### src/hw/rtl/crsd_pkg.sv
// shared types and constants for the column rle sprite decoder
package crsd_pkg;

  localparam int COORD_BITS = 10;
  localparam int BYTE_W     = 8;
  localparam int XY_W       = 10;
  localparam int CFG_W      = 10;
  localparam int SIZE_W     = 9;
  localparam int CFG_IDX_W  = 2;
  localparam int REP_W      = 6;
  localparam int KIND_W     = 2;
  localparam int ERR_W      = 3;

  localparam logic [CFG_W-1:0]  WIDTH_RST  = 10'd320;
  localparam logic [CFG_W-1:0]  HEIGHT_RST = 10'd200;
  localparam logic [SIZE_W-1:0] COLORS_RST = 9'd256;

  localparam logic [BYTE_W-1:0] BYTE_EMPTY    = 8'hFF;
  localparam logic [BYTE_W-1:0] BYTE_RUN      = 8'h00;
  localparam logic [BYTE_W-1:0] BYTE_RUN_REP  = 8'h80;
  localparam logic [BYTE_W-1:0] BYTE_REP_MIN  = 8'hE0;
  localparam logic [BYTE_W-1:0] BYTE_REP_BIAS = 8'hDF;

  typedef enum logic [KIND_W-1:0] {
    KIND_PIXEL  = 2'd0,
    KIND_STATUS = 2'd1,
    KIND_ERROR  = 2'd2
  } result_kind_e;

  typedef enum logic [ERR_W-1:0] {
    ERR_NONE        = 3'd0,
    ERR_DIRECTIVE   = 3'd1,
    ERR_REPEAT_ZERO = 3'd2,
    ERR_Y_RANGE     = 3'd3,
    ERR_COLOR_RANGE = 3'd4
  } error_code_e;

  typedef enum logic [CFG_IDX_W-1:0] {
    CFG_WIDTH  = 2'd0,
    CFG_HEIGHT = 2'd1,
    CFG_COLORS = 2'd2
  } cfg_index_e;

  typedef enum logic [2:0] {
    ST_IDLE     = 3'd0,
    ST_COLUMN   = 3'd1,
    ST_ROWCOUNT = 3'd2,
    ST_SEQCOUNT = 3'd3,
    ST_DELTA    = 3'd4,
    ST_PIXEL    = 3'd5,
    ST_REPEAT   = 3'd6,
    ST_BURST    = 3'd7
  } crsd_state_e;

  typedef struct packed {
    logic         frame_start;
    logic         col_start;
    logic         rep_col;
    logic         load_row;
    logic         load_seq;
    logic         dec_row;
    logic         dec_seq;
    logic         add_delta;
    logic         row_inc;
    logic         col_inc;
    logic         load_rep_cnt;
    logic         load_rep_color;
    logic         dec_rep;
    logic         set_err;
    error_code_e  err_code;
    logic         out_load;
    result_kind_e out_kind;
    logic         out_err_latched;
    logic         out_color_rep;
    logic         out_warn;
    logic         out_done;
    logic         out_last;
  } crsd_cmd_t;

  typedef struct packed {
    logic sof;
    logic byte_empty;
    logic byte_run;
    logic byte_rep_mark;
    logic byte_rep;
    logic byte_zero;
    logic byte_color_bad;
    logic rep_zero;
    logic rep_color_bad;
    logic y_bad;
    logic row_zero;
    logic row_le1;
    logic seq_zero;
    logic seq_le1;
    logic col_end;
    logic width_zero;
    logic rep_last;
    logic rep_cnt_zero;
    logic rep_col;
    logic err_latched;
    logic slot_free;
  } crsd_status_t;

endpackage

### src/hw/rtl/crsd_if.sv
// stream channel interfaces for encoded bytes and decoded results
interface crsd_in_if import crsd_pkg::*; ();
  logic              valid;
  logic              ready;
  logic [BYTE_W-1:0] data_byte;
  logic              start_of_frame;

  modport source (output valid, data_byte, start_of_frame, input ready);
  modport sink   (input valid, data_byte, start_of_frame, output ready);
endinterface

interface crsd_out_if import crsd_pkg::*; ();
  logic              valid;
  logic              ready;
  logic [KIND_W-1:0] result_kind;
  logic [XY_W-1:0]   column_x;
  logic [XY_W-1:0]   row_y;
  logic [BYTE_W-1:0] pixel_color;
  logic [ERR_W-1:0]  error_code;
  logic              color_zero_warning;
  logic              frame_done;
  logic              last;

  modport source (output valid, result_kind, column_x, row_y, pixel_color, error_code,
                  color_zero_warning, frame_done, last, input ready);
  modport sink   (input valid, result_kind, column_x, row_y, pixel_color, error_code,
                  color_zero_warning, frame_done, last, output ready);
endinterface

### src/hw/rtl/crsd_datapath.sv
// decoder datapath: config, counters, position, error latch and result register
module crsd_datapath import crsd_pkg::*; #(
  parameter int CoordBits = COORD_BITS
) (
  input  logic                 clk_i,
  input  logic                 rst_ni,
  input  logic                 cfg_we_i,
  input  logic [CFG_IDX_W-1:0] cfg_idx_i,
  input  logic [CFG_W-1:0]     cfg_data_i,
  input  logic [BYTE_W-1:0]    data_byte_i,
  input  logic                 sof_i,
  input  crsd_cmd_t            cmd_i,
  output crsd_status_t         status_o,
  crsd_out_if.source           out_o
);

  localparam int CmpW = (CoordBits > CFG_W) ? CoordBits : CFG_W;
  localparam logic [CoordBits-1:0] RowMax = {CoordBits{1'b1}};

  logic [CFG_W-1:0]     width_q, width_d;
  logic [CFG_W-1:0]     height_q, height_d;
  logic [SIZE_W-1:0]    colors_q, colors_d;
  logic                 rep_col_q, rep_col_d;
  logic [BYTE_W-1:0]    row_left_q, row_left_d;
  logic [BYTE_W-1:0]    seq_left_q, seq_left_d;
  logic [XY_W-1:0]      col_q, col_d;
  logic [CoordBits-1:0] row_q, row_d;
  logic [REP_W-1:0]     rep_cnt_q, rep_cnt_d;
  logic [BYTE_W-1:0]    rep_color_q, rep_color_d;
  logic                 err_latched_q, err_latched_d;
  error_code_e          err_code_q, err_code_d;
  logic                 out_valid_q, out_valid_d;

  result_kind_e         kind_q;
  logic [XY_W-1:0]      col_out_q;
  logic [XY_W-1:0]      row_out_q;
  logic [BYTE_W-1:0]    color_out_q;
  error_code_e          err_out_q;
  logic                 warn_q, done_q, last_q;

  logic [CoordBits:0]   row_sum;
  logic [XY_W-1:0]      col_plus;
  logic                 slot_free;
  logic                 has_pos;

  assign row_sum   = {1'b0, row_q} + (CoordBits+1)'(data_byte_i);
  assign col_plus  = col_q + XY_W'(1);
  assign slot_free = !out_valid_q || out_o.ready;

  always_comb begin
    status_o.sof            = sof_i;
    status_o.byte_empty     = (data_byte_i == BYTE_EMPTY);
    status_o.byte_run       = (data_byte_i == BYTE_RUN) || (data_byte_i == BYTE_RUN_REP);
    status_o.byte_rep_mark  = (data_byte_i == BYTE_RUN_REP);
    status_o.byte_rep       = (data_byte_i >= BYTE_REP_MIN);
    status_o.byte_zero      = (data_byte_i == '0);
    status_o.byte_color_bad = ({1'b0, data_byte_i} >= colors_q);
    status_o.rep_zero       = (rep_color_q == '0);
    status_o.rep_color_bad  = ({1'b0, rep_color_q} >= colors_q);
    status_o.y_bad          = (CmpW'(row_q) >= CmpW'(height_q));
    status_o.row_zero       = (row_left_q == '0);
    status_o.row_le1        = (row_left_q <= BYTE_W'(1));
    status_o.seq_zero       = (seq_left_q == '0);
    status_o.seq_le1        = (seq_left_q <= BYTE_W'(1));
    status_o.col_end        = (col_plus >= width_q);
    status_o.width_zero     = (width_q == '0);
    status_o.rep_last       = (rep_cnt_q == REP_W'(1));
    status_o.rep_cnt_zero   = (rep_cnt_q == '0);
    status_o.rep_col        = rep_col_q;
    status_o.err_latched    = err_latched_q;
    status_o.slot_free      = slot_free;
  end

  // configuration
  always_comb begin
    width_d  = width_q;
    height_d = height_q;
    colors_d = colors_q;
    if (cfg_we_i) begin
      case (cfg_idx_i)
        CFG_WIDTH:  width_d  = cfg_data_i;
        CFG_HEIGHT: height_d = cfg_data_i;
        CFG_COLORS: colors_d = cfg_data_i[SIZE_W-1:0];
        default: ;
      endcase
    end
  end

  // decode state
  always_comb begin
    rep_col_d     = rep_col_q;
    row_left_d    = row_left_q;
    seq_left_d    = seq_left_q;
    col_d         = col_q;
    row_d         = row_q;
    rep_cnt_d     = rep_cnt_q;
    rep_color_d   = rep_color_q;
    err_latched_d = err_latched_q;
    err_code_d    = err_code_q;
    if (cmd_i.frame_start) begin
      rep_col_d     = 1'b0;
      row_left_d    = '0;
      seq_left_d    = '0;
      col_d         = '0;
      row_d         = '0;
      rep_cnt_d     = '0;
      err_latched_d = 1'b0;
      err_code_d    = ERR_NONE;
    end else begin
      if (cmd_i.col_start) begin
        rep_col_d = cmd_i.rep_col;
        row_d     = '0;
      end
      if (cmd_i.load_row) row_left_d = data_byte_i;
      if (cmd_i.load_seq) seq_left_d = data_byte_i;
      if (cmd_i.dec_row && row_left_q != '0) row_left_d = row_left_q - BYTE_W'(1);
      if (cmd_i.dec_seq && seq_left_q != '0) seq_left_d = seq_left_q - BYTE_W'(1);
      if (cmd_i.add_delta) row_d = row_sum[CoordBits] ? RowMax : row_sum[CoordBits-1:0];
      if (cmd_i.row_inc && row_q != RowMax) row_d = row_q + CoordBits'(1);
      if (cmd_i.col_inc) col_d = col_plus;
      if (cmd_i.load_rep_cnt) rep_cnt_d = REP_W'(data_byte_i - BYTE_REP_BIAS);
      if (cmd_i.dec_rep) rep_cnt_d = rep_cnt_q - REP_W'(1);
      if (cmd_i.load_rep_color) rep_color_d = data_byte_i;
      if (cmd_i.set_err) begin
        err_latched_d = 1'b1;
        err_code_d    = cmd_i.err_code;
      end
    end
  end

  assign out_valid_d = cmd_i.out_load ? 1'b1 : (out_o.ready ? 1'b0 : out_valid_q);
  assign has_pos     = (cmd_i.out_kind != KIND_STATUS);

  always_ff @(posedge clk_i or negedge rst_ni) begin
    if (!rst_ni) begin
      width_q       <= WIDTH_RST;
      height_q      <= HEIGHT_RST;
      colors_q      <= COLORS_RST;
      rep_col_q     <= 1'b0;
      row_left_q    <= '0;
      seq_left_q    <= '0;
      col_q         <= '0;
      row_q         <= '0;
      rep_cnt_q     <= '0;
      err_latched_q <= 1'b0;
      err_code_q    <= ERR_NONE;
      out_valid_q   <= 1'b0;
    end else begin
      width_q       <= width_d;
      height_q      <= height_d;
      colors_q      <= colors_d;
      rep_col_q     <= rep_col_d;
      row_left_q    <= row_left_d;
      seq_left_q    <= seq_left_d;
      col_q         <= col_d;
      row_q         <= row_d;
      rep_cnt_q     <= rep_cnt_d;
      err_latched_q <= err_latched_d;
      err_code_q    <= err_code_d;
      out_valid_q   <= out_valid_d;
    end
  end

  // result register
  always_ff @(posedge clk_i) begin
    rep_color_q <= rep_color_d;
    if (cmd_i.out_load) begin
      kind_q    <= cmd_i.out_kind;
      col_out_q <= has_pos ? col_q : '0;
      row_out_q <= has_pos ? XY_W'(row_q) : '0;
      if (cmd_i.out_kind == KIND_PIXEL) begin
        color_out_q <= cmd_i.out_color_rep ? rep_color_q : data_byte_i;
      end else begin
        color_out_q <= '0;
      end
      if (cmd_i.out_kind == KIND_ERROR) begin
        err_out_q <= cmd_i.out_err_latched ? err_code_q : cmd_i.err_code;
      end else begin
        err_out_q <= ERR_NONE;
      end
      warn_q <= cmd_i.out_warn;
      done_q <= cmd_i.out_done;
      last_q <= cmd_i.out_last;
    end
  end

  assign out_o.valid              = out_valid_q;
  assign out_o.result_kind        = kind_q;
  assign out_o.column_x           = col_out_q;
  assign out_o.row_y              = row_out_q;
  assign out_o.pixel_color        = color_out_q;
  assign out_o.error_code         = err_out_q;
  assign out_o.color_zero_warning = warn_q;
  assign out_o.frame_done         = done_q;
  assign out_o.last               = last_q;

endmodule

### src/hw/rtl/crsd_controller.sv
// decoder controller: phase state machine and command generation
module crsd_controller import crsd_pkg::*; (
  input  logic         clk_i,
  input  logic         rst_ni,
  input  logic         in_valid_i,
  output logic         in_ready_o,
  input  crsd_status_t status_i,
  output crsd_cmd_t    cmd_o
);

  crsd_state_e state_q, state_d;
  crsd_state_e col_next;
  logic        fire;
  logic        emit;

  assign in_ready_o = (state_q != ST_BURST) && status_i.slot_free;
  assign fire       = in_valid_i && in_ready_o;
  assign emit       = (state_q == ST_BURST) && status_i.slot_free;
  assign col_next   = status_i.col_end ? ST_IDLE : ST_COLUMN;

  // next state
  always_comb begin
    state_d = state_q;
    if (fire && status_i.sof) begin
      state_d = status_i.width_zero ? ST_IDLE : ST_COLUMN;
    end else if (fire) begin
      case (state_q)
        ST_COLUMN: begin
          if (status_i.byte_empty) state_d = col_next;
          else if (status_i.byte_run) state_d = ST_ROWCOUNT;
          else state_d = ST_IDLE;
        end
        ST_ROWCOUNT: state_d = status_i.byte_zero ? col_next : ST_SEQCOUNT;
        ST_SEQCOUNT: state_d = ST_DELTA;
        ST_DELTA: begin
          if (status_i.seq_zero) state_d = status_i.row_le1 ? col_next : ST_SEQCOUNT;
          else state_d = ST_PIXEL;
        end
        ST_PIXEL: begin
          if (status_i.rep_col && status_i.byte_rep) begin
            state_d = ST_REPEAT;
          end else if (status_i.y_bad || status_i.byte_color_bad) begin
            state_d = ST_IDLE;
          end else if (status_i.seq_le1) begin
            state_d = status_i.row_le1 ? col_next : ST_SEQCOUNT;
          end else begin
            state_d = ST_PIXEL;
          end
        end
        ST_REPEAT: state_d = ST_BURST;
        default: ;
      endcase
    end else if (emit) begin
      if (status_i.rep_zero || status_i.y_bad || status_i.rep_color_bad) begin
        state_d = ST_IDLE;
      end else if (status_i.rep_last) begin
        if (status_i.seq_zero) state_d = status_i.row_zero ? col_next : ST_SEQCOUNT;
        else state_d = ST_PIXEL;
      end
    end
  end

  // commands
  always_comb begin
    cmd_o          = '0;
    cmd_o.out_kind = KIND_STATUS;
    cmd_o.err_code = ERR_NONE;
    if (fire) begin
      cmd_o.out_load = 1'b1;
      cmd_o.out_last = 1'b1;
      if (status_i.sof) begin
        cmd_o.frame_start = 1'b1;
        cmd_o.out_done    = status_i.width_zero;
      end else begin
        case (state_q)
          ST_IDLE: begin
            if (status_i.err_latched) begin
              cmd_o.out_kind        = KIND_ERROR;
              cmd_o.out_err_latched = 1'b1;
            end
          end
          ST_COLUMN: begin
            if (status_i.byte_empty) begin
              cmd_o.col_inc  = 1'b1;
              cmd_o.out_done = status_i.col_end;
            end else if (status_i.byte_run) begin
              cmd_o.col_start = 1'b1;
              cmd_o.rep_col   = status_i.byte_rep_mark;
            end else begin
              cmd_o.set_err  = 1'b1;
              cmd_o.err_code = ERR_DIRECTIVE;
              cmd_o.out_kind = KIND_ERROR;
            end
          end
          ST_ROWCOUNT: begin
            cmd_o.load_row = 1'b1;
            if (status_i.byte_zero) begin
              cmd_o.col_inc  = 1'b1;
              cmd_o.out_done = status_i.col_end;
            end
          end
          ST_SEQCOUNT: begin
            cmd_o.load_seq = 1'b1;
            cmd_o.dec_row  = 1'b1;
          end
          ST_DELTA: begin
            cmd_o.dec_row   = 1'b1;
            cmd_o.add_delta = 1'b1;
            if (status_i.seq_zero && status_i.row_le1) begin
              cmd_o.col_inc  = 1'b1;
              cmd_o.out_done = status_i.col_end;
            end
          end
          ST_PIXEL: begin
            cmd_o.dec_row = 1'b1;
            cmd_o.dec_seq = 1'b1;
            if (status_i.rep_col && status_i.byte_rep) begin
              cmd_o.load_rep_cnt = 1'b1;
            end else begin
              cmd_o.out_warn = status_i.byte_zero;
              if (status_i.y_bad) begin
                cmd_o.set_err  = 1'b1;
                cmd_o.err_code = ERR_Y_RANGE;
                cmd_o.out_kind = KIND_ERROR;
              end else if (status_i.byte_color_bad) begin
                cmd_o.set_err  = 1'b1;
                cmd_o.err_code = ERR_COLOR_RANGE;
                cmd_o.out_kind = KIND_ERROR;
              end else begin
                cmd_o.out_kind = KIND_PIXEL;
                cmd_o.row_inc  = 1'b1;
                if (status_i.seq_le1 && status_i.row_le1) begin
                  cmd_o.col_inc  = 1'b1;
                  cmd_o.out_done = status_i.col_end;
                end
              end
            end
          end
          ST_REPEAT: begin
            cmd_o.dec_row        = 1'b1;
            cmd_o.dec_seq        = 1'b1;
            cmd_o.load_rep_color = 1'b1;
            cmd_o.out_load       = 1'b0;
          end
          default: ;
        endcase
      end
    end else if (emit) begin
      cmd_o.out_load      = 1'b1;
      cmd_o.out_color_rep = 1'b1;
      cmd_o.out_last      = 1'b1;
      if (status_i.rep_zero) begin
        cmd_o.set_err  = 1'b1;
        cmd_o.err_code = ERR_REPEAT_ZERO;
        cmd_o.out_kind = KIND_ERROR;
      end else if (status_i.y_bad) begin
        cmd_o.set_err  = 1'b1;
        cmd_o.err_code = ERR_Y_RANGE;
        cmd_o.out_kind = KIND_ERROR;
      end else if (status_i.rep_color_bad) begin
        cmd_o.set_err  = 1'b1;
        cmd_o.err_code = ERR_COLOR_RANGE;
        cmd_o.out_kind = KIND_ERROR;
      end else begin
        cmd_o.out_kind = KIND_PIXEL;
        cmd_o.row_inc  = 1'b1;
        cmd_o.dec_rep  = 1'b1;
        cmd_o.out_last = status_i.rep_last;
        if (status_i.rep_last && status_i.seq_zero && status_i.row_zero) begin
          cmd_o.col_inc  = 1'b1;
          cmd_o.out_done = status_i.col_end;
        end
      end
    end
  end

  always_ff @(posedge clk_i or negedge rst_ni) begin
    if (!rst_ni) begin
      state_q <= ST_IDLE;
    end else begin
      state_q <= state_d;
    end
  end

`ifndef SYNTHESIS
  a_burst_count: assert property (@(posedge clk_i) disable iff (!rst_ni)
    (state_q == ST_BURST) |-> !status_i.rep_cnt_zero)
    else $error("repeat burst with empty count");
  a_err_idle: assert property (@(posedge clk_i) disable iff (!rst_ni)
    status_i.err_latched |-> (state_q == ST_IDLE))
    else $error("decoding continues after latched error");
  a_partial_result: assert property (@(posedge clk_i) disable iff (!rst_ni)
    (cmd_o.out_load && !cmd_o.out_last) |-> (state_q == ST_BURST))
    else $error("non-final result outside a repeat burst");
  a_repeat_loads: assert property (@(posedge clk_i) disable iff (!rst_ni)
    (fire && !status_i.sof && state_q == ST_REPEAT) |=> !status_i.rep_cnt_zero)
    else $error("repeat color taken with no pending count");
`endif

endmodule

### src/hw/rtl/column_rle_sprite_decoder.sv
// top level of the column rle sprite decoder
// output: the result of a byte transfer is registered and shows in the cycle after it; the
//   results of a repeat color byte come from the burst state after the transfer
// throughput: one byte per cycle while the output slot is free; a repeat color byte then
//   emits one result per cycle likewise, 1 to 32 set by the repeat code, and holds off input
// reset: asynchronous active low; decoder idle awaiting a frame code, config and decode registers at defaults
module column_rle_sprite_decoder import crsd_pkg::*; #(
  parameter int CoordBits = COORD_BITS
) (
  input  logic                 clk_i,
  input  logic                 rst_ni,
  crsd_in_if.sink              in_i,
  crsd_out_if.source           out_o,
  input  logic                 cfg_we_i,
  input  logic [CFG_IDX_W-1:0] cfg_idx_i,
  input  logic [CFG_W-1:0]     cfg_data_i
);

  crsd_cmd_t    cmd;
  crsd_status_t status;
  logic         in_ready;

  assign in_i.ready = in_ready;

  crsd_controller u_ctrl (
    .clk_i      (clk_i),
    .rst_ni     (rst_ni),
    .in_valid_i (in_i.valid),
    .in_ready_o (in_ready),
    .status_i   (status),
    .cmd_o      (cmd)
  );

  crsd_datapath #(
    .CoordBits (CoordBits)
  ) u_dp (
    .clk_i       (clk_i),
    .rst_ni      (rst_ni),
    .cfg_we_i    (cfg_we_i),
    .cfg_idx_i   (cfg_idx_i),
    .cfg_data_i  (cfg_data_i),
    .data_byte_i (in_i.data_byte),
    .sof_i       (in_i.start_of_frame),
    .cmd_i       (cmd),
    .status_o    (status),
    .out_o       (out_o)
  );

endmodule
### src/flat_wrapper.sv
// flat-port wrapper written by rule: the top's interface ports become plain ports
module column_rle_sprite_decoder_flat import crsd_pkg::*;
#(
  parameter int CoordBits = COORD_BITS
)
  (clk_i, rst_ni, cfg_we_i, cfg_idx_i, cfg_data_i, in_i_valid, in_i_data_byte, in_i_start_of_frame, in_i_ready, out_o_valid, out_o_result_kind, out_o_column_x, out_o_row_y, out_o_pixel_color, out_o_error_code, out_o_color_zero_warning, out_o_frame_done, out_o_last, out_o_ready);
  crsd_in_if in_i_i ();
  crsd_out_if out_o_i ();
  input  logic clk_i;
  input  logic rst_ni;
  input  logic cfg_we_i;
  input  logic [CFG_IDX_W-1:0] cfg_idx_i;
  input  logic [CFG_W-1:0] cfg_data_i;
  input wire logic [$bits(in_i_i.valid)-1:0] in_i_valid;
  input wire logic [$bits(in_i_i.data_byte)-1:0] in_i_data_byte;
  input wire logic [$bits(in_i_i.start_of_frame)-1:0] in_i_start_of_frame;
  output wire logic [$bits(in_i_i.ready)-1:0] in_i_ready;
  output wire logic [$bits(out_o_i.valid)-1:0] out_o_valid;
  output wire logic [$bits(out_o_i.result_kind)-1:0] out_o_result_kind;
  output wire logic [$bits(out_o_i.column_x)-1:0] out_o_column_x;
  output wire logic [$bits(out_o_i.row_y)-1:0] out_o_row_y;
  output wire logic [$bits(out_o_i.pixel_color)-1:0] out_o_pixel_color;
  output wire logic [$bits(out_o_i.error_code)-1:0] out_o_error_code;
  output wire logic [$bits(out_o_i.color_zero_warning)-1:0] out_o_color_zero_warning;
  output wire logic [$bits(out_o_i.frame_done)-1:0] out_o_frame_done;
  output wire logic [$bits(out_o_i.last)-1:0] out_o_last;
  input wire logic [$bits(out_o_i.ready)-1:0] out_o_ready;
  assign in_i_i.valid = in_i_valid;
  assign in_i_i.data_byte = in_i_data_byte;
  assign in_i_i.start_of_frame = in_i_start_of_frame;
  assign in_i_ready = in_i_i.ready;
  assign out_o_valid = out_o_i.valid;
  assign out_o_result_kind = out_o_i.result_kind;
  assign out_o_column_x = out_o_i.column_x;
  assign out_o_row_y = out_o_i.row_y;
  assign out_o_pixel_color = out_o_i.pixel_color;
  assign out_o_error_code = out_o_i.error_code;
  assign out_o_color_zero_warning = out_o_i.color_zero_warning;
  assign out_o_frame_done = out_o_i.frame_done;
  assign out_o_last = out_o_i.last;
  assign out_o_i.ready = out_o_ready;
  column_rle_sprite_decoder #(.CoordBits(CoordBits)) u_core (.clk_i(clk_i), .rst_ni(rst_ni), .in_i(in_i_i), .out_o(out_o_i), .cfg_we_i(cfg_we_i), .cfg_idx_i(cfg_idx_i), .cfg_data_i(cfg_data_i));
endmodule
### config.mk
export PLATFORM = sky130hd
export DESIGN_NAME = column_rle_sprite_decoder_flat
export DESIGN_NICKNAME = d
export VERILOG_FILES = /design/src/hw/rtl/crsd_pkg.sv /design/src/hw/rtl/crsd_if.sv /design/src/hw/rtl/crsd_datapath.sv /design/src/hw/rtl/crsd_controller.sv /design/src/hw/rtl/column_rle_sprite_decoder.sv /design/src/flat_wrapper.sv
export SDC_FILE = /design/constraint.sdc
export NUM_CORES = 1
export LEC_CHECK = 0
export BUFFER_PORTS_ARGS = -buffer_cell sky130_fd_sc_hd__clkbuf_2
export CORE_AREA = 2 2 118 120
export DETAILED_ROUTE_END_ITERATION = 12
export DIE_AREA = 0 0 120 122
export PLACE_DENSITY = 0.89
export SYNTH_ARGS = -nofsm -noshare
export SYNTH_HDL_FRONTEND = slang
export SYNTH_HIERARCHICAL = 1
export SYNTH_SLANG_ARGS = --single-unit
### constraint.sdc
create_clock -name clk_i -period 5.1 [get_ports clk_i]
set_input_delay 0.51 -clock clk_i [delete_from_list [all_inputs] [get_ports clk_i]]
set_output_delay 0.51 -clock clk_i [all_outputs]
set_load 0.01 [all_outputs]
# After elaboration in Yosys (flattened, before gate mapping)
# Index checks and enable logic that the tools add are counted.
# totals
regBits,124
inputBits,26
elab_cells,222
# classes
eq_ne,17
mux,120
n_addsub,7
magnitude_cmp,7
bitwise,3
reduce_logical,46
# op_table
operator,count
$mux 8,10
$mux 10,7
$mux 2,30
$mux 3,14
$mux 1,41
$logic_not 8->1,4
$mux 4,8
$add 10x1->10 const B,2
$ge 10x10->1,2
$ge 8x9->1,2
$mux 6,3
$pmux 3 s6,1
$eq 8x8->1 const B,2
$le 8x1->1 const B,2
$reduce_bool 8->1,2
$sub 8x1->8 const B,2
$eq 3x3->1 const B,4
$logic_and 1x1->1,12
$reduce_bool 3->1,4
$add 10x8->11,1
$mux 11,1
$logic_not 10->1,1
$ne 10x10->1 const B,1
$ge 8x8->1 const B,1
25 further kinds,43

# Depth between registers and ports, before layout
# Gate-level depths: netlist of the first run.
# logic_depth
depth_word,13
depth_mapped,16

# By module
# Netlist of the first run, hierarchy kept.
# modules_own_cells
module,seq_area_each_um2,cells_per_inst,instances,area_each_um2
crsd_datapath,3255.6,669,1,7104.3
crsd_controller,75.1,127,1,840.8

# Least setup slack after synthesis of the first run
# OpenSTA, ideal clock, no wires.
# synth_timing
path_kind,flip-flop to flip-flop
start,register u_core.u_ctrl.state_q[2]
end,"register u_core.u_dp.warn_q (netlist: u_core/u_dp/out_o.color_zero_warning), enable pin"
path_slack_ns,1.142
n_path_buf,2
setup_ns,0.486
arrival_ns,3.471
path_stages_with_launch,6
required_ns,4.614
synth_period_minus_slack_ns,3.958
cell_sequence,dfrtp_1 > clkbuf_8 > buf_2 > nand2_1 > o21ai_0 > a21boi_0
# synth_rtl
element,line,text
start: declaration,crsd_controller.sv:11,"crsd_state_e state_q, state_d;"
start signal: assignment,crsd_controller.sv:181,state_q <= state_d;
end signal: assignment,crsd_datapath.sv:181,warn_q <= cmd_i.out_warn;
end: declaration,crsd_datapath.sv:39,"logic warn_q, done_q, last_q;"

==> impl_metrics.py, run 1 <==
metrics = {
    "synthesis": {
        "mappedNetlistNets": 879,
        "avgSynthCellArea_um2": 9.99,
        "syn_inst": 795,
        "netlist_area_mm2": 0.00794,
        "yosys_warnings": 6,
    },
    "critical_path": {
        "max_stage_delay_ns": 0.51,
        "timing.rr.start": "u_core/u_dp/row_q[0]$_DFFE_PN0P_",
        "cpMaxStageDelayCell": "or3_1",
        "worst_ep_required_time_ns": 5.27,
        "path_class": "reg2reg",
        "start_kind": "flip-flop",
        "endpoint_kind": "flip-flop",
        "critical_path.most_common_cell": "nand2b_1",
        "crit_fanout": 20,
        "rr_worst_depth": 12,
        "worstPathCellList": "inv_1, ha_1, nand2b_1, a211oi_1, o31ai_1, a221oi_1, o21ai_0, or3_1, a22o_1, or2_2, nand2b_1, and2_2",
        "arrival_ns": 4.38,
        "reg2reg_to": "u_core/u_dp/out_o.row_y[5]$_SDFFCE_PN0P_",
        "crit_family": "simple AND/OR/NAND/NOR gates",
        "rrSetupSlack_ns": 0.89,
        "crit_buf_inv": 1,
    },
    "drt": {
        "drc": 0,
        "drt-initial-drc-count": 745,
        "wirelength_um": 19500,
        "vias": 6515,
        "avgRoutedWirePerCell_um": 18.7,
        "dr.pass1.iters": 7,
        "ant_nets": 0,
        "vias_per_cell": 6.26,
    },
    "die": {
        "die_h_um": 122,
        "rows": 43,
        "core_mm2": 0.0135,
        "io_pins": 64,
        "dieArea_mm2": 0.0146,
        "start_util_pct": 58.8,
        "die_width_um": 120,
    },
    "timing": {
        "tightest_slew_ns": 1.32,
        "setup_viol": 0,
        "final_hold_viol_count": 0,
        "min_period_ns": 4.21,
        "fin_skew_ns": 0.0123,
        "rsz0062_at_grt": "no",
        "setup-tns-final_ns": 0,
        "fmax_mhz": 238,
        "period_share_pct": 82.5,
        "timing.final.max_slew_violations": 0,
        "relSlewSlack_pct": 11.6,
    },
    "global_routing": {
        "grt_antenna_before_repair": 0,
        "grt_pass1_vias": 6220,
        "grt_max_degree": 49,
        "grt_pass1_wl_um": 31600,
        "grt_usage_pct": 27.8,
        "grt_overflow": 0,
    },
    "pwr": {
        "combinationalPowerShare_pct": 35.2,
        "p_int_mw": 2.70,
        "p_leak_nw": 3.97,
        "p_clk_share_pct": 29.1,
        "p_sw_share_pct": 37.0,
        "peakVddDrop_uv": 263,
        "powerDensity_mw_per_mm2": 479,
        "pwr-share-seq_pct": 35.6,
        "switchingPower_mw": 1.59,
    },
    "clock_tree": {
        "cts_setup_buffers": 0,
        "cts_max_level": 4,
        "hold_buffers": 0,
        "clk_latency_ns": 0.43,
        "cts_tree": "built",
        "cts_buffer_depth": 2,
        "cts_root_buffer": "clkbuf_16",
        "numCtsBuffers": 17,
        "cts_resized": 0,
        "cts.sinks": 124,
        "cts.reportedPaths.clkPinSlew_ns": 0.06,
    },
    "finish": {
        "multi_input_area_mm2": 0.00423,
        "nFillCells": 981,
        "antennaDiodeCount": 0,
        "regArea_mm2": 0.00333,
        "layout_common_cells": "79 x nor2_1, 74 x dfrtp_1, 62 x clkbuf_2, 57 x ha_1, 47 x nand2_1",
        "drive_above_1_share_pct": 18.9,
        "final_nets": 932,
        "syn_to_final_growth_pct": 12.6,
        "fin_util_pct": 66.2,
        "final_common_cell": "nor2_1",
        "finalNonFillerCells": 1041,
    },
    "placed_design": {
        "dp_cells": 1009,
        "portBuffers": 63,
        "routabilityCongestion": 0.940,
        "dp_hpwl_um": 13700,
    },
    "worst_hold_path": {
        "worstHoldPathType": "in2async",
    },
    "run_status": {
        "status": "finished clean",
    },
    "job": {
        "maxCapViolations": 0,
    },
}
routing by layer:
metal / GRT usage (%) / vias up / routed length [µm]
met1: 37.7 / 3125 / 8240
met3: 5.76 / 47 / 1520
met5: 0 / - / 0
met2: 42.8 / 338 / 9200
met4: 13.5 / 0 / 533
li1: - / 3005 / -
area by class of cell:
class	instances	area share (%)
Sequential cell	124	37.2
Clock buffer	24	5.74
Timing Repair Buffer	69	4.06
Inverter	46	1.93
Clock inverter	8	1.16
Multi-Input combinational cell	590	47.3
Tap cell	180	2.52
sequential cells by signal, indices dropped and copies added, names as in the netlist, 6 cells and up:
name / cells
u_core/u_dp/row_q: 10
u_core/u_dp/row_left_q: 8
u_core/u_dp/width_q: 10
u_core/u_dp/height_q: 10
u_core/u_dp/seq_left_q: 8
u_core/u_dp/out_o.column_x: 10
u_core/u_dp/colors_q: 9
u_core/u_dp/rep_cnt_q: 6
u_core/u_dp/col_q: 10
u_core/u_dp/rep_color_q: 8
u_core/u_dp/out_o.pixel_color: 8
u_core/u_dp/out_o.row_y: 10
how the worst max path moves through the flow:
stage	from	to	slack, ns	cells after the start
after floorplan	u_core/u_ctrl/state_q[2]$_DFFE_PN0P_	u_core/u_dp/out_o.color_zero_warning$_DFFE_PP_	1.14	5
after global placement	u_core/u_dp/row_q[0]$_DFFE_PN0P_	u_core/u_dp/out_o.row_y[5]$_SDFFCE_PN0P_	1.12	12
after detailed placement	u_core/u_dp/row_q[0]$_DFFE_PN0P_	u_core/u_dp/out_o.row_y[5]$_SDFFCE_PN0P_	0.96	12
after CTS	u_core/u_dp/row_q[0]$_DFFE_PN0P_	u_core/u_dp/out_o.row_y[5]$_SDFFCE_PN0P_	0.95	12
after global routing	u_core/u_dp/row_q[0]$_DFFE_PN0P_	u_core/u_dp/out_o.row_y[5]$_SDFFCE_PN0P_	0.59	12
final	u_core/u_dp/row_q[0]$_DFFE_PN0P_	u_core/u_dp/out_o.row_y[5]$_SDFFCE_PN0P_	0.89	12
metrics by stage:
stage / hold WS [ns] / setup WS (ns) / power [mW] / instance area, µm²
2_1_floorplan: 0.214 / 1.14 / 2.67 / 7940
5_1_grt: 0.0588 / 0.587 / 4.52 / 8940
4_1_cts: 0.0396 / 0.949 / 4.27 / 8940
3_3_place_gp: 0.487 / 1.12 / 2.94 / 8330
3_5_place_dp: 0.492 / 0.962 / 3.00 / 8330
6_report: 0.0309 / 0.891 / 4.29 / 8940
power groups by stage:
stage	clock [mW]	combinational [mW]	sequential [mW]
2_1_floorplan	0	1.20	1.47
3_3_place_gp	0	1.42	1.52
3_5_place_dp	0	1.47	1.53
4_1_cts	1.26	1.49	1.52
5_1_grt	1.30	1.66	1.56
6_report	1.25	1.51	1.53
(Power assumes the default switching activity.)
==> run 2, diff against run 1 <==
- ABC_AREA: not set -> 1
- CORE_AREA: 2 2 118 120 -> 2 2 126 128
- DIE_AREA: 0 0 120 122 -> 0 0 128 130
- PLACE_DENSITY: 0.89 -> 0.86
- clock period: 5.1 -> 3.58 ns (I/O delays scaled with it)
==> run 2 against run 1 <==
  * Clock-buffer cell count stayed put
  * Area after synthesis is 3.5% higher
  * Final area is 4.6% higher
  * Combinational power is 83% higher
==> impl_metrics.py, run 2 <==
metrics = {
    "timing": {
        "relSlewSlack_pct": 46.5,
        "fin_ws_ns": 0.337,
        "final_hold_viol_count": 0,
        "tightest_slew_ns": 0.803,
        "rsz0062_at_grt": "no",
        "min_period_ns": 3.24,
        "period_share_pct": 90.6,
        "fin_skew_ns": 0.0111,
        "setup_viol": 0,
        "holdWs_ns": 0.000311,
        "timing.final.max_slew_violations": 0,
        "fmax_mhz": 308,
        "setup-tns-final_ns": 0,
    },
    "pwr": {
        "pwr-share-seq_pct": 33.8,
        "p_leak_nw": 4.55,
        "powerDensity_mw_per_mm2": 717,
        "p_int_mw": 3.91,
        "combinationalPowerShare_pct": 41.2,
        "p_sw_share_pct": 41.7,
        "p_clk_share_pct": 25.1,
        "switchingPower_mw": 2.80,
        "peakVddDrop_uv": 368,
    },
    "placed_design": {
        "dpl_worst_slack_ns": 0.297,
        "routabilityCongestion": 0.961,
        "portBuffers": 63,
        "dp_hpwl_um": 15900,
    },
    "critical_path": {
        "crit_fanout": 8,
        "worstPathCellList": "ha_1, nand2_1, nor2_1, nand3_1, nor2_1, nand2_1, xor2_1, inv_1, ha_1, nand2_1, nor2_1, a211oi_1, nand4_1, buf_4, nand4_1, nand2_1, nand2_1, nand2_1",
        "crit_family": "simple AND/OR/NAND/NOR gates",
        "endpoint_kind": "flip-flop",
        "start_kind": "flip-flop",
        "critical_path.most_common_cell": "nand2_1",
        "arrival_ns": 3.41,
        "worst_ep_required_time_ns": 3.74,
        "path_class": "reg2reg",
        "max_stage_delay_ns": 0.45,
        "crit_start": "u_core/u_dp/col_q[0]$_DFFE_PN0P_",
        "cpMaxStageDelayCell": "dfrtp_2",
        "timing.rr.start": "u_core/u_dp/col_q[0]$_DFFE_PN0P_",
        "crit_buf_inv": 2,
    },
    "drt": {
        "avgRoutedWirePerCell_um": 15.9,
        "vias_per_cell": 5.60,
        "drc": 0,
        "ant_nets": 0,
        "vias": 7573,
        "dr.pass1.iters": 5,
        "wirelength_um": 21500,
        "drt-initial-drc-count": 886,
    },
    "die": {
        "dieArea_mm2": 0.0166,
        "die_width_um": 128,
        "core_mm2": 0.0154,
        "rows": 46,
        "start_util_pct": 53.3,
        "die_h_um": 130,
        "io_pins": 64,
    },
    "clock_tree": {
        "cts.sinks": 124,
        "cts_max_level": 4,
        "numCtsBuffers": 17,
        "cts_tree": "built",
        "cts_buffer_depth": 2,
        "clk_latency_ns": 0.43,
        "cts.reportedPaths.clkPinSlew_ns": 0.06,
        "cts_root_buffer": "clkbuf_16",
    },
    "finish": {
        "drive_above_1_share_pct": 13.1,
        "final_nets": 1231,
        "final_common_cell": "nand2_1",
        "syn_to_final_growth_pct": 13.8,
        "antennaDiodeCount": 0,
        "layout_common_cells": "242 x nand2_1, 159 x inv_1, 127 x nor2_1, 81 x o21ai_0, 73 x dfrtp_1",
    },
    "global_routing": {
        "grt_antenna_before_repair": 0,
        "grt_pass1_vias": 7284,
        "grt_pass1_wl_um": 35200,
        "grt_overflow": 0,
        "grt_usage_pct": 27.2,
        "grt_max_degree": 60,
    },
    "run_status": {
        "status": "finished clean",
    },
    "synthesis": {
        "yosys_warnings": 6,
        "syn_inst": 1072,
        "avgSynthCellArea_um2": 7.67,
        "mappedNetlistNets": 1156,
        "netlist_area_mm2": 0.00822,
    },
    "worst_hold_path": {
        "worstHoldPathType": "in2async",
    },
    "job": {
        "maxCapViolations": 0,
    },
}
-- run 2: cell count changes in the layout (fill, tap and decap cells not counted), sizes merged, moves of 15 or more --
cell | previous run | this run
inv | 48 | 165
mux2i | 19 | 0
mux2 | 23 | 0
nor2 | 82 | 132
nand2 | 47 | 255
o21ai | 43 | 92
nand3 | 20 | 74
a211oi | 25 | 10
and2 | 28 | 3
-- run 2: timing repair --
action,4_1_cts,5_1_grt
endpoints found under the setup margin,0,7
buffers inserted,0,1
resized for setup,0,2
endpoints found under the hold margin,0,0
hold buffers,0,0
-- run 2: path summary, 6_finish.rpt --
path	end	slack (ns)	cells after the start
worst max-delay path	u_core/u_dp/out_o.frame_done$_DFFE_PP_	0.34	18
worst max register to register	u_core/u_dp/out_o.frame_done$_DFFE_PP_	0.34	18
min in group clk_i	u_core/u_dp/height_q[3]$_DFFE_PN1P_	0.21	3
max in group asynchronous	u_core/u_dp/out_o.valid$_DFFE_PN0P_	2.76	2
worst min register to register	u_core/u_dp/width_q[7]$_DFFE_PN0P_	0.49	2
worst min-delay path	u_core/u_dp/seq_left_q[5]$_DFFE_PN0P_	0.0003	1
-- run 2: power groups by stage --
stage	Sequential, mW	Combinational [mW]	Clock (mW)
finish	2.26	2.76	1.68
global route	2.31	3.11	1.77
CTS	2.26	2.70	1.71
detailed placement	2.27	2.66	0
global placement	2.27	2.59	0
floorplan	2.24	1.93	0
-- run 2: cell type report --
class | instances | area [µm²]
Clock buffer | 24 | 504
Multi-Input combinational cell | 760 | 4140
Fill cell | 1360 | 6070
Clock inverter | 8 | 81.3
Sequential cell | 124 | 3330
Timing Repair Buffer | 78 | 430
Inverter | 166 | 626
Tap cell | 192 | 240
-- run 2: stage by stage --
stage	instances	area [µm²]	total power [mW]	util, %
floorplan	1072	8220	4.17	-
global placement	1319	8760	4.86	56.8
detailed placement	1319	8760	4.94	56.8
CTS	1351	9350	6.66	60.6
global route	1352	9360	7.20	60.7
finish	1352	9360	6.71	60.7
-- run 2: per-layer routing --
| metal | global-route usage [%] | part of all wire (%) | wire [µm] |
|---|---|---|---|
| met4 | 12.7 | 3.6 | 780 |
| met3 | 6.11 | 7.3 | 1560 |
| met2 | 44.5 | 46 | 9960 |
| met1 | 34.6 | 43 | 9180 |
| met5 | 0 | 0 | 0 |
==> run 3, diff against run 2 <==
- ABC_AREA: 1 -> not set
- CORE_AREA: 2 2 126 128 -> 2 2 124 126
- DIE_AREA: 0 0 128 130 -> 0 0 126 128
==> run 3 against run 2 <==
  * Register-to-register slack worse by 0.17 ns
  * Die area fell by 3.1%
  * Hold slack gained 0.12 ns
  * Critical path type unchanged
==> impl_metrics.py, run 3 (synthesis gave the netlist of run 1 again) <==
metrics = {
    "run_status": {
        "status": "finished clean",
    },
    "drt": {
        "dr.pass1.iters": 5,
        "vias": 6752,
        "wirelength_um": 20700,
        "ant_nets": 0,
        "avgRoutedWirePerCell_um": 19.2,
        "vias_per_cell": 6.23,
        "drt-initial-drc-count": 833,
        "drc": 0,
    },
    "critical_path": {
        "crit_start": "u_core/u_dp/colors_q[0]$_DFFE_PN0P_",
        "timing.rr.start": "u_core/u_dp/colors_q[0]$_DFFE_PN0P_",
        "endpoint_kind": "flip-flop",
        "path_class": "reg2reg",
        "start_kind": "flip-flop",
        "crit_fanout": 5,
        "arrival_ns": 3.59,
        "worst_ep_required_time_ns": 3.76,
    },
    "pwr": {
        "combinationalPowerShare_pct": 37.1,
        "p_total_mw": 6.26,
        "peakVddDrop_uv": 411,
        "p_clk_share_pct": 28.8,
        "p_leak_nw": 4.14,
        "p_int_mw": 3.93,
        "p_sw_share_pct": 37.2,
        "powerDensity_mw_per_mm2": 678,
        "switchingPower_mw": 2.33,
        "pwr-share-seq_pct": 34.1,
    },
    "clock_tree": {
        "hold_buffers": 0,
        "cts_tree": "built",
        "cts_buffer_depth": 2,
        "cts_max_level": 4,
        "cts.sinks": 124,
        "cts_root_buffer": "clkbuf_16",
        "cts.reportedPaths.clkPinSlew_ns": 0.06,
        "clk_latency_ns": 0.43,
        "numCtsBuffers": 17,
    },
    "global_routing": {
        "grt_overflow": 0,
        "grt_pass1_wl_um": 33300,
        "grt_max_degree": 81,
        "grt_antenna_before_repair": 0,
        "grt_usage_pct": 26.1,
        "grt_pass1_vias": 6406,
    },
    "worst_hold_path": {
        "worstHoldPathType": "in2async",
    },
    "finish": {
        "antennaDiodeCount": 0,
        "syn_to_final_growth_pct": 16.4,
        "design_area_mm2": 0.00924,
        "nFillCells": 1140,
        "final_common_cell": "nor2_1",
        "drive_above_1_share_pct": 22.6,
        "layout_common_cells": "78 x nor2_1, 74 x dfrtp_1, 62 x clkbuf_2, 57 x ha_1, 47 x nand2_1",
        "final_nets": 966,
    },
    "timing": {
        "min_period_ns": 3.41,
        "tightest_slew_ns": 1.09,
        "period_share_pct": 95.2,
        "setup-tns-final_ns": 0,
        "final_hold_viol_count": 0,
        "setup_viol": 0,
        "fin_skew_ns": 0.0106,
        "fmax_mhz": 293,
        "relSlewSlack_pct": 26.4,
        "timing.final.max_slew_violations": 0,
        "fin_ws_ns": 0.170,
    },
    "die": {
        "core_mm2": 0.0149,
        "die_width_um": 126,
        "rows": 45,
        "start_util_pct": 53.4,
        "io_pins": 64,
        "die_h_um": 128,
        "dieArea_mm2": 0.0161,
    },
    "placed_design": {
        "routabilityCongestion": 0.945,
        "dpl_worst_slack_ns": 0.173,
        "dp_hpwl_um": 14200,
        "placed_area_mm2": 0.00857,
        "portBuffers": 63,
    },
    "job": {
        "maxCapViolations": 0,
    },
}
[run 3: cell count changes in the layout (fill, tap and decap cells not counted), sizes merged, moves of 19 or more]
cell,previous run,this run
nand2,255,47
inv,165,51
nand3,74,20
nor2,132,82
o21ai,92,43
and2,3,28
buf,16,41
mux2,0,23
mux2i,0,19
[run 3: final timing paths]
| check | end | slack (ns) | cells after the start |
|---|---|---|---|
| setup / recovery | u_core/u_dp/out_o.frame_done$_DFFE_PP_ | 0.17 | 14 |
| hold / removal | u_core/u_dp/seq_left_q[3]$_DFFE_PN0P_ | 0.12 | 1 |
| setup reg to reg | u_core/u_dp/out_o.frame_done$_DFFE_PP_ | 0.17 | 14 |
| hold reg to reg | u_core/u_dp/height_q[9]$_DFFE_PN0P_ | 0.51 | 1 |
| max in group asynchronous | u_core/u_dp/width_q[2]$_DFFE_PN0P_ | 2.78 | 1 |
| min in group clk_i | u_core/u_dp/width_q[5]$_DFFE_PN0P_ | 0.17 | 3 |
[run 3: worst max-delay path, stage by stage (launching register included)]
cell and delay (ns):
dfrtp_1 0.41, ha_1 0.28, nand2b_1 0.09, a21o_1 0.11
a211oi_1 0.06, or3_1 0.39, a211oi_1 0.34, buf_4 0.20
nor2_4 0.04, and4_1 0.20, a311oi_1 0.33, o41ai_2 0.12
buf_4 0.16, buf_2 0.17, a22o_1 0.26
[run 3: per-stage QoR]
step | cells | hold WS, ns | util (%)
final | 1083 | 0.122 | 62.2
after floorplan | 795 | 0.0624 | -
after global routing | 1083 | 0.191 | 62.2
after global placement | 1048 | 0.478 | 57.6
after CTS | 1080 | 0.154 | 61.8
after detailed placement | 1048 | 0.494 | 57.6
[run 3: what timing repair did]
item,CTS,global route
endpoints found under the setup margin,0,26
buffers inserted,0,2
resized for setup,0,12
[run 3: metal layers]
layer | up-vias | wire length, µm | part of all wire, % | global-route usage, %
met2 | 345 | 9370 | 45 | 39.1
met3 | 61 | 1780 | 8.6 | 5.55
li1 | 3074 | - | - | -
met4 | 0 | 617 | 3.0 | 11.1
met5 | - | 0 | 0 | 0
met1 | 3272 | 8970 | 43 | 37.0
[run 3: area by class of cell]
cell class / count / area, µm² / area share, %
clock buffer: 20 / 458 / 4.96
tap: 188 / 235 / 2.55
inverter: 46 / 173 / 1.87
timing repair buffer: 103 / 623 / 6.74
sequential: 124 / 3330 / 36.0
clock inverter: 12 / 155 / 1.68
multi-input combinational: 590 / 4270 / 46.2
[run 3: power by group through the flow]
stage          combinational [mW]  clock (mW)  sequential [mW]
5_1_grt                      2.57        1.89             2.17
6_report                     2.32        1.81             2.13
4_1_cts                      2.26        1.82             2.12
2_1_floorplan                1.71           0             2.09
3_5_place_dp                 2.22           0             2.14
3_3_place_gp                 2.15           0             2.13
